==> src/sv/lert_pkg.sv <==
// shared types, constants and run summary merge for the longest equal run tree
package lert_pkg;

	localparam int IDX_BITS = 12;
	localparam int CAPACITY = 1 << IDX_BITS;
	localparam int SYM_BITS = 8;
	localparam int RUN_BITS = IDX_BITS + 1;
	localparam int HEAP_BITS = IDX_BITS + 2;
	localparam int LVL_BITS = 4;

	localparam logic OPC_WRITE = 1'b0;
	localparam logic OPC_QUERY = 1'b1;

	typedef logic [RUN_BITS-1:0] lert_run_t;
	typedef logic [IDX_BITS-1:0] lert_idx_t;
	typedef logic [SYM_BITS-1:0] lert_sym_t;

	typedef struct packed {
		lert_run_t pre;
		lert_run_t suf;
		lert_run_t best;
	} lert_sum_t;

	localparam lert_sum_t LEAF_SUM = '{pre: RUN_BITS'(1), suf: RUN_BITS'(1), best: RUN_BITS'(1)};

	typedef enum logic [1:0] {
		RSEL_WALK  = 2'd0,
		RSEL_LEFT  = 2'd1,
		RSEL_RIGHT = 2'd2,
		RSEL_FINAL = 2'd3
	} lert_rsel_t;

	typedef struct packed {
		logic       clr_wr;
		logic       load;
		logic       wsym;
		logic       walk_step;
		logic       left_step;
		logic       right_step;
		logic       shift;
		logic       final_step;
		logic       out_load;
		lert_rsel_t rsel;
	} lert_cmd_t;

	typedef struct packed {
		logic clear_last;
		logic walk_last;
		logic l_gt_r;
		logic l_odd;
		logic r_even;
		logic out_busy;
	} lert_sts_t;

	function automatic lert_run_t lert_max(lert_run_t a, lert_run_t b);
		return (a > b) ? a : b;
	endfunction

	function automatic lert_sum_t lert_join(lert_sum_t a, lert_run_t alen, lert_sum_t b,
		lert_run_t blen, logic same);
		lert_sum_t r;
		r.pre = a.pre;
		r.suf = b.suf;
		if (same) begin
			if (a.pre == alen) r.pre = a.pre + b.pre;
			if (b.suf == blen) r.suf = b.suf + a.suf;
		end
		r.best = lert_max(lert_max(a.best, b.best), lert_max(r.pre, r.suf));
		if (same) r.best = lert_max(r.best, a.suf + b.pre);
		return r;
	endfunction

	// span of heap node a, from the depth of its top bit
	function automatic lert_run_t lert_span(lert_idx_t a);
		lert_run_t sp;
		sp = '0;
		for (int i = 0; i < IDX_BITS; i++) begin
			if (a[i]) sp = RUN_BITS'(CAPACITY >> i);
		end
		return sp;
	endfunction

endpackage

==> src/sv/lert_ctrl.sv <==
// controller state machine sequencing clear, update walk and range query
module lert_ctrl (
	input  logic                clk,
	input  logic                arst_n,
	input  logic                in_valid,
	input  logic                in_opcode,
	output logic                in_ready,
	input  lert_pkg::lert_sts_t sts,
	output lert_pkg::lert_cmd_t cmd
);

	typedef enum logic [14:0] {
		ST_CLEAR = 15'b000000000000001,
		ST_IDLE  = 15'b000000000000010,
		ST_WSYM  = 15'b000000000000100,
		ST_WRD   = 15'b000000000001000,
		ST_WUPD  = 15'b000000000010000,
		ST_QCHK  = 15'b000000000100000,
		ST_LRD   = 15'b000000001000000,
		ST_LUPD  = 15'b000000010000000,
		ST_RCHK  = 15'b000000100000000,
		ST_RRD   = 15'b000001000000000,
		ST_RUPD  = 15'b000010000000000,
		ST_SHIFT = 15'b000100000000000,
		ST_FRD   = 15'b001000000000000,
		ST_FUPD  = 15'b010000000000000,
		ST_OUT   = 15'b100000000000000
	} state_t;

	state_t state_q, state_d;

	always_ff @(posedge clk or negedge arst_n) begin
		if (!arst_n) state_q <= ST_CLEAR;
		else state_q <= state_d;
	end

	assign in_ready = (state_q == ST_IDLE);

	always_comb begin
		state_d = state_q;
		cmd = '0;
		cmd.rsel = lert_pkg::RSEL_WALK;
		case (state_q)
			ST_CLEAR: begin
				cmd.clr_wr = 1'b1;
				if (sts.clear_last) state_d = ST_IDLE;
			end
			ST_IDLE: begin
				if (in_valid) begin
					cmd.load = 1'b1;
					state_d = (in_opcode == lert_pkg::OPC_WRITE) ? ST_WSYM : ST_QCHK;
				end
			end
			ST_WSYM: begin
				cmd.wsym = 1'b1;
				state_d = ST_WRD;
			end
			ST_WRD: state_d = ST_WUPD;
			ST_WUPD: begin
				cmd.walk_step = 1'b1;
				state_d = sts.walk_last ? ST_IDLE : ST_WRD;
			end
			ST_QCHK: begin
				if (sts.l_gt_r) state_d = ST_FRD;
				else if (sts.l_odd) state_d = ST_LRD;
				else state_d = ST_RCHK;
			end
			ST_LRD: begin
				cmd.rsel = lert_pkg::RSEL_LEFT;
				state_d = ST_LUPD;
			end
			ST_LUPD: begin
				cmd.left_step = 1'b1;
				state_d = ST_RCHK;
			end
			ST_RCHK: state_d = sts.r_even ? ST_RRD : ST_SHIFT;
			ST_RRD: begin
				cmd.rsel = lert_pkg::RSEL_RIGHT;
				state_d = ST_RUPD;
			end
			ST_RUPD: begin
				cmd.right_step = 1'b1;
				state_d = ST_SHIFT;
			end
			ST_SHIFT: begin
				cmd.shift = 1'b1;
				state_d = ST_QCHK;
			end
			ST_FRD: begin
				cmd.rsel = lert_pkg::RSEL_FINAL;
				state_d = ST_FUPD;
			end
			ST_FUPD: begin
				cmd.final_step = 1'b1;
				state_d = ST_OUT;
			end
			ST_OUT: begin
				if (!sts.out_busy) begin
					cmd.out_load = 1'b1;
					state_d = ST_IDLE;
				end
			end
			default: state_d = ST_CLEAR;
		endcase
	end

endmodule

==> config.mk <==
export PLATFORM = sky130hd
export DESIGN_NAME = lert_ctrl
export DESIGN_NICKNAME = d
export VERILOG_FILES = /design/src/sv/lert_pkg.sv /design/src/sv/lert_ctrl.sv
export SDC_FILE = /design/constraint.sdc
export NUM_CORES = 1
export LEC_CHECK = 0
export BUFFER_PORTS_ARGS = -buffer_cell sky130_fd_sc_hd__buf_2
export CAP_MARGIN = 15
export CELL_PAD_IN_SITES_DETAIL_PLACEMENT = 0
export CELL_PAD_IN_SITES_GLOBAL_PLACEMENT = 1
export CORE_MARGIN = 2
export CORE_UTILIZATION = 40
export CTS_CLUSTER_SIZE = 40
export DETAILED_ROUTE_END_ITERATION = 6
export GPL_TIMING_DRIVEN = 0
export PLACE_DENSITY_LB_ADDON = 0.1
export SLEW_MARGIN = 40
export SYNTH_ARGS = -nofsm -noshare
export SYNTH_HDL_FRONTEND = slang
export SYNTH_SLANG_ARGS = --single-unit
==> constraint.sdc <==
create_clock -name clk -period 3.16 [get_ports clk]
set_input_delay 0.316 -clock clk [delete_from_list [all_inputs] [get_ports clk]]
set_output_delay 0.316 -clock clk [all_outputs]
set_load 0.01 [all_outputs]
== After elaboration in Yosys (flattened, before gate mapping) ==
Index checks and enable logic that the tools add are counted.
Storage, ports and cells
  word-level logic and storage cells: 41
  input bits: 10
  output and inout port bits: 12
  register bits after elaboration: 15
Operators by class
  reduce and logical (&&, ||, !) cells: 1
  muxes and demuxes: 21
  equal/unequal tests: 18
Operators with widths (count)
  one-hot mux 15 bit (15 select lines): 1
  2-to-1 mux 15 bit: 4
  equality test 15 x 1 -> 1 bit (second input constant): 1
  equality test 15 x 10 -> 1 bit (second input constant): 1
  equality test 15 x 11 -> 1 bit (second input constant): 1
  equality test 15 x 12 -> 1 bit (second input constant): 1
  equality test 15 x 13 -> 1 bit (second input constant): 1
  equality test 15 x 14 -> 1 bit (second input constant): 1
  equality test 15 bit (second input constant): 1
  equality test 15 x 2 -> 1 bit (second input constant): 1
  equality test 15 x 3 -> 1 bit (second input constant): 1
  equality test 15 x 4 -> 1 bit (second input constant): 1
  equality test 15 x 5 -> 1 bit (second input constant): 1
  equality test 15 x 6 -> 1 bit (second input constant): 1
  equality test 15 x 7 -> 1 bit (second input constant): 1
  equality test 15 x 8 -> 1 bit (second input constant): 1
  equality test 15 x 9 -> 1 bit (second input constant): 1
  2-to-1 mux 12 bit: 1
  2-to-1 mux 1 bit: 11
  2-to-1 mux 9 bit: 1
  2-to-1 mux 6 bit: 1
  != test 2 bit (second input constant): 3
  one-hot mux 2 bit (3 select lines): 1
  2-to-1 mux 4 bit: 1
  AND reduction 3 bit: 1

== Depth between registers and ports, before layout ==
Gate-level depths: netlist (run 1).
  depth in word-level cells: 3
  gate-level depth with buffers: 7

== Worst setup path before layout (run 1) ==
OpenSTA, ideal clock, no wires.
  path kind: register to output
  start point: reg state_q[9]
  end point: out cmd[9] (netlist name)
  path buffers: 2
  arrival time: 1.550 ns
  setup slack: 1.294 ns
  cell stages (with the launch flop): 8
  cell sequence: dfrtp_1 -> buf_6 -> nor4_4 -> and3_1 -> and3_1 -> buf_4 -> inv_1 -> nor2_1
RTL lines
  start, declared: line lert_ctrl.sv:30  | state_t state_q, state_d;
  start signal, assigned: line lert_ctrl.sv:34  | else state_q <= state_d;
  end, declared: line lert_ctrl.sv:9  | output lert_pkg::lert_cmd_t cmd

==> results.toml, run 1 <==
[critical_path]
endpoint_kind = "output pin"
crit_top_cell = "nor4_1"
required_ns = 2.84
worst-path-buf-inv = 1
crit_arrival_ns = 2.20
reg2reg_depth = 5
reg2reg_to = "state_q[0]"
critPathMaxFanout = 7
start_kind = "flip-flop"
r2r_start = "state_q[3]"
ff2ff_setup_slack_ns = 1.11
critPathSlowestCell = "nor4_1"
path_cells = "nor4_1 -> nand3_1 -> nor4_1 -> or2_2 -> buf_2"
setup.worst_path.class = "reg2out"
critPathTopFamily = "simple AND/OR/NAND/NOR gates"
max_stage_delay_ns = 0.53

[worst_hold_path]
holdCritStartpoint = "in_opcode"
whs_endpoint = "state_q[2]"
hold_path.class = "in2reg"
min_delay_path_depth = 2

[global_routing]
grtUsageTotal = 0.192
antenna_found_initial = 0
grt_max_degree = 16
grt_pass1_vias = 808
grt_pass1_wl_um = 3890
grt-ovfl-total = 0

[cts]
clockBufferDepth = 2
cts_tree = "done"
cts_setup_buffers = 0
post_cts_resized = 0
holdBufCountCts = 1
clkTransAtPathRegs_ns = 0.09
clock_latency_ns = 0.29
clock-sinks = 15
cts_buffers = 3
h-tree-depth = 1
cts_root_buf = "clkbuf_4"

[detailed_routing]
drt_iter0_drc = 14
vias_per_cell = 5.57
wl_um = 2390
detail-route-antenna-nets = 0
routedWlPerCell_um = 14.7
route.detailed.drc = 0
drtPass1Iterations = 4
num_vias = 903

[finish]
final_area_mm2 = 0.00116
area_growth_syn_to_layout_pct = 17.9
fillCellCount = 225
largest_register = "state_q"
reg.largest.list = "state_q x15"
largest_reg_flops = 15
nNetsFinal = 145
diodes = 0
drive_gt1_frac = 0.299

[timing]
finalSetupTns_ns = 0
skew_ns = 0.00644
setup_viol = 0
slew_headroom = 0.653
fin_crit_sh = 0.796
drv_slew = 0
layout_setup_ws_ns = 0.644
period_minus_slack_ns = 2.52
max_freq_mhz = 397
hold_viol = 0
max_slew.worst_pin.slew_ns = 0.516
rsz0062_at_grt = "no"

[pwr]
peakVddDrop_uv = 418
power_mw = 0.618
clockPowerShare = 0.189
powerDensity_mw_per_mm2 = 533
switchingPower_mw = 0.242
switching_share = 0.391
pwr-share-seq = 0.390
p_int_mw = 0.376
share_comb_of_total_power = 0.420
leakage_nw = 0.585

[floorplan]
die_area_mm2 = 0.00287
die_h_um = 53.6
rows = 17
die_x_um = 53.6
core_mm2 = 0.00228
start_util = 0.432
ioPinCount = 22

[run]
drv_cap = 0

[placed_design]
placement.io_buffers = 21
place_congestion = 0.828
place_hpwl_um = 1770
dpl-instance-area_mm2 = 0.00112
pre_cts_ws_ns = 0.976

[synthesis]
syn_area_per_cell_um2 = 9.11
ys_ff_latch = 15
netlist_instances = 108
synth_nets = 118
yosysWarnings = 0
ys_seq_area_frac = 0.383
synthDistinctLibCells = 39
syn-cell-area_um2 = 983

[status]
outcome = "complete, no violations"
-- final cells by class --
class | instances | area [µm²] | area share
inverters | 7 | 26.3 | 0.0227
plain buffers | 6 | 41.3 | 0.0356
multi-input cells | 80 | 539 | 0.465
repair buffers | 22 | 115 | 0.0992
clock buffers | 4 | 26.3 | 0.0227
flip-flops and latches | 15 | 377 | 0.325
well taps | 28 | 35.0 | 0.0302
-- metal layers --
layer | share of wire | vias to the layer above | GRT usage
met3 | 0.040 | 5 | 0.0333
met2 | 0.44 | 22 | 0.280
li1 | - | 452 | -
met1 | 0.50 | 424 | 0.274
met4 | 0.018 | 0 | 0.0897
met5 | 0 | - | 0
-- stage by stage --
| step | instances | util | hold WS [ns] |
|---|---|---|---|
| 3_3_place_gp | 157 | 0.494 | 0.241 |
| 3_5_place_dp | 157 | 0.494 | 0.253 |
| 5_1_grt | 162 | 0.510 | 0.193 |
| 4_1_cts | 162 | 0.510 | 0.181 |
| 6_report | 162 | 0.510 | 0.192 |
| 2_1_floorplan | 108 | - | 0.0204 |
-- worst max path at each step --
| stage | start | to | slack [ns] | cells after the start |
|---|---|---|---|---|
| 2_1_floorplan | state_q[9] | cmd[9] | 1.29 | 7 |
| 3_3_place_gp | state_q[3] | cmd[4] | 1.01 | 5 |
| 3_5_place_dp | state_q[3] | cmd[4] | 0.98 | 5 |
| 4_1_cts | state_q[3] | cmd[4] | 0.63 | 5 |
| 5_1_grt | state_q[3] | cmd[4] | 0.38 | 5 |
| 6_report | state_q[3] | cmd[1] | 0.64 | 5 |
-- cells in the final DEF (no fill, tap or decap), drive strengths merged, types with 2 or more instances in the layout --
cell type,n
o32ai,2
a21oi,3
nor3,5
and2,3
and3,6
and4,2
or2,2
xnor2,2
o21ai,2
buf,26
dfrtp,14
inv,7
nor4,10
clkbuf,5
nand3,4
nor2,14
nor4b,3
xor2,2
nand2,3
nand3b,2
nor3b,4
-- kinds of logic after synthesis --
logic type,Yosys count,share of synthesized area
AOI/OAI and AO/OA,14,0.102
xor gates and xnor gates,4,0.0356
buffers and inverters,13,0.0687
DFF,15,0.383
and+or+nand+nor,62,0.411
-- cells in the mapped netlist (all sizes together) --
cell	number	area, µm²
clkbuf	1	5.00
a21o	1	7.51
a311oi	1	8.76
and2	3	20.0
nor4	10	105
o22ai	1	6.26
o32ai	2	17.5
nor2	14	52.6
nand2b	1	6.26
nand3	4	20.0
nor3	5	25.0
nand4	1	6.26
nand2	3	11.3
nor4b	3	26.3
a31o	1	8.76
inv	7	26.3
and3	6	38.8
a22oi	1	7.51
o21ai	2	10.0
nor2b	1	6.26
dfstp	1	26.3
a21oi	3	15.0
a41o	1	10.0
and4	2	17.5
nor3b	4	30.0
xnor2	2	17.5
dfrtp	14	350
xor2	2	17.5
a32oi	1	8.76
buf	5	36.3
or2	2	12.5
nand3b	2	15.0
or4	1	11.3
-- power by group through the flow --
stage               clock network, mW  logic, mW  registers, mW
finish                          0.117      0.260          0.241
global route                    0.132      0.289          0.244
CTS                             0.120      0.260          0.240
detailed placement                  0      0.257          0.244
global placement                    0      0.256          0.243
floorplan                           0      0.188          0.238
(Power assumes the default switching activity.)
==> run 2: changes to the inputs <==
--- a/config.mk
+++ b/config.mk
@@ -10,7 +10,7 @@
 export CELL_PAD_IN_SITES_DETAIL_PLACEMENT = 0
 export CELL_PAD_IN_SITES_GLOBAL_PLACEMENT = 1
 export CORE_MARGIN = 2
-export CORE_UTILIZATION = 40
+export CORE_UTILIZATION = 39
 export CTS_CLUSTER_SIZE = 40
 export DETAILED_ROUTE_END_ITERATION = 6
 export GPL_TIMING_DRIVEN = 0
==> constraint.sdc (replaced) <==
create_clock -name clk -period 2.4 [get_ports clk]
set_input_delay 0.24 -clock clk [delete_from_list [all_inputs] [get_ports clk]]
set_output_delay 0.24 -clock clk [all_outputs]
set_load 0.01 [all_outputs]
==> results.toml, run 2 (synthesized netlist as in run 1, its figures left out) <==
[cts]
cts_tree = "done"
h-tree-depth = 1
clock-sinks = 15
clock_latency_ns = 0.28
clkTransAtPathRegs_ns = 0.10
cts_buffers = 3
clockBufferDepth = 2
cts_root_buf = "clkbuf_4"

[detailed_routing]
vias_per_cell = 5.42
route.detailed.drc = 0
detail-route-antenna-nets = 0
routedWlPerCell_um = 14.4
wl_um = 2400
num_vias = 905
drtPass1Iterations = 4
drt_iter0_drc = 18

[global_routing]
antenna_found_initial = 0
grt_pass1_vias = 804
grt_use_met3 = 0.0273
grtUsageTotal = 0.186
grt_pass1_wl_um = 3920
grt-ovfl-total = 0
grt-busiest-layer = "met2"
grtUsageMet2 = 0.279
grt_use_met1 = 0.270
grt_max_degree = 16

[floorplan]
die_x_um = 54.2
ioPinCount = 22
rows = 18
die_area_mm2 = 0.00294
start_util = 0.404
core_mm2 = 0.00243
die_h_um = 54.2

[timing]
fin_crit_sh = 0.940
slew_headroom = 0.743
hold_viol = 0
max_slew.worst_pin.slew_ns = 0.383
drv_slew = 0
skew_ns = 0.00192
setup_viol = 0
max_freq_mhz = 443
whs_ns = 0.119
period_minus_slack_ns = 2.26
finalSetupTns_ns = 0

[critical_path]
reg2reg_to = "state_q[0]"
start_kind = "flip-flop"
ff2ff_setup_slack_ns = 0.56
endpoint_kind = "output pin"
r2r_start = "state_q[7]"
critPathMaxFanout = 7
required_ns = 2.16
reg2reg_depth = 6
crit_arrival_ns = 2.02
setup.worst_path.class = "reg2out"

[placed_design]
placement.io_buffers = 21
place_congestion = 0.811
place_hpwl_um = 1680

[run]
drv_cap = 0

[finish]
diodes = 0
ff_latch_area_um2 = 377
largest_register = "state_q"
nNetsFinal = 148
fillCellCount = 239
drive_gt1_frac = 0.350
multi_input_area_um2 = 572
largest_reg_flops = 15
layout_common_cells = "23 x buf_2, 14 x dfrtp_1, 13 x nor2_1, 7 x inv_1"
area_growth_syn_to_layout_pct = 24.6
final_common_cell = "buf_2"
reg.largest.list = "state_q x15"

[worst_hold_path]
min_delay_path_depth = 2
hold_path.class = "in2reg"
holdCritStartpoint = "in_opcode"
whs_endpoint = "state_q[2]"

[pwr]
power_mw = 0.854
leakage_nw = 0.605
powerDensity_mw_per_mm2 = 697
peakVddDrop_uv = 451

[status]
outcome = "complete, no violations"
==> run 2: cell count changes in the layout (fill, tap and decap cells not counted) <==
cell     change
and3_1       -2
and3_4       +2
buf_6        +2
buf_4        +1
nand3_1      -1
nand3_2      +1
nor2_1       -1
nor2_2       +1
nor4_1       -1
nor4_4       +1
==> run 2: power breakdown <==
group          switching [mW]  total [mW]  internal [mW]
clock network          0.0883       0.153         0.0645
registers              0.0392       0.323          0.283
logic                   0.203       0.378          0.175
total                   0.331       0.854          0.523
==> run 2: layout make-up <==
cell class | instances | share of cell area
timing repair buffer | 25 | 0.112
buffer | 6 | 0.0398
sequential | 15 | 0.307
multi-input combinational | 80 | 0.467
inverter | 7 | 0.0215
clock buffer | 4 | 0.0215
tap | 30 | 0.0306
==> run 2: routing by layer <==
metal / up-vias / share of wire
li1: 456 / -
met1: 421 / 0.49
met2: 24 / 0.46
met3: 4 / 0.043
met4: 0 / 0.013
met5: - / 0
==> run 2: repair_timing <==
action	in CTS	in global routing
setup buffers	0	3
setup endpoints to repair	1	5
pin swaps	0	3
hold endpoints to repair	14	0
hold buffers	1	0
resized for setup	1	7
==> run 2: per-stage QoR <==
step	std cells	cell area [µm²]	setup WS (ns)	utilization
finish	167	1220	0.143	0.504
global placement	159	1130	0.320	0.463
floorplan	108	983	0.610	-
detailed placement	159	1130	0.309	0.463
global route	167	1220	-0.0124	0.504
CTS	164	1170	0.0678	0.480
==> run 2: worst max path at each step <==
stage / from / to / slack, ns
after CTS: state_q[4] / cmd[4] / 0.07
after global placement: state_q[3] / cmd[4] / 0.32
after detailed placement: state_q[3] / cmd[4] / 0.31
after global routing: state_q[3] / cmd[9] / -0.01
final: state_q[8] / cmd[9] / 0.14
after floorplan: state_q[9] / cmd[9] / 0.61
==> run 2: critical path, stage by stage, from the launching register on <==
cell	delay [ns]
dfrtp_1	0.39
buf_6	0.14
nor4_4	0.42
and3_4	0.26
and3_4	0.18
buf_6	0.10
inv_1	0.05
nor2_1	0.07
buf_2	0.13
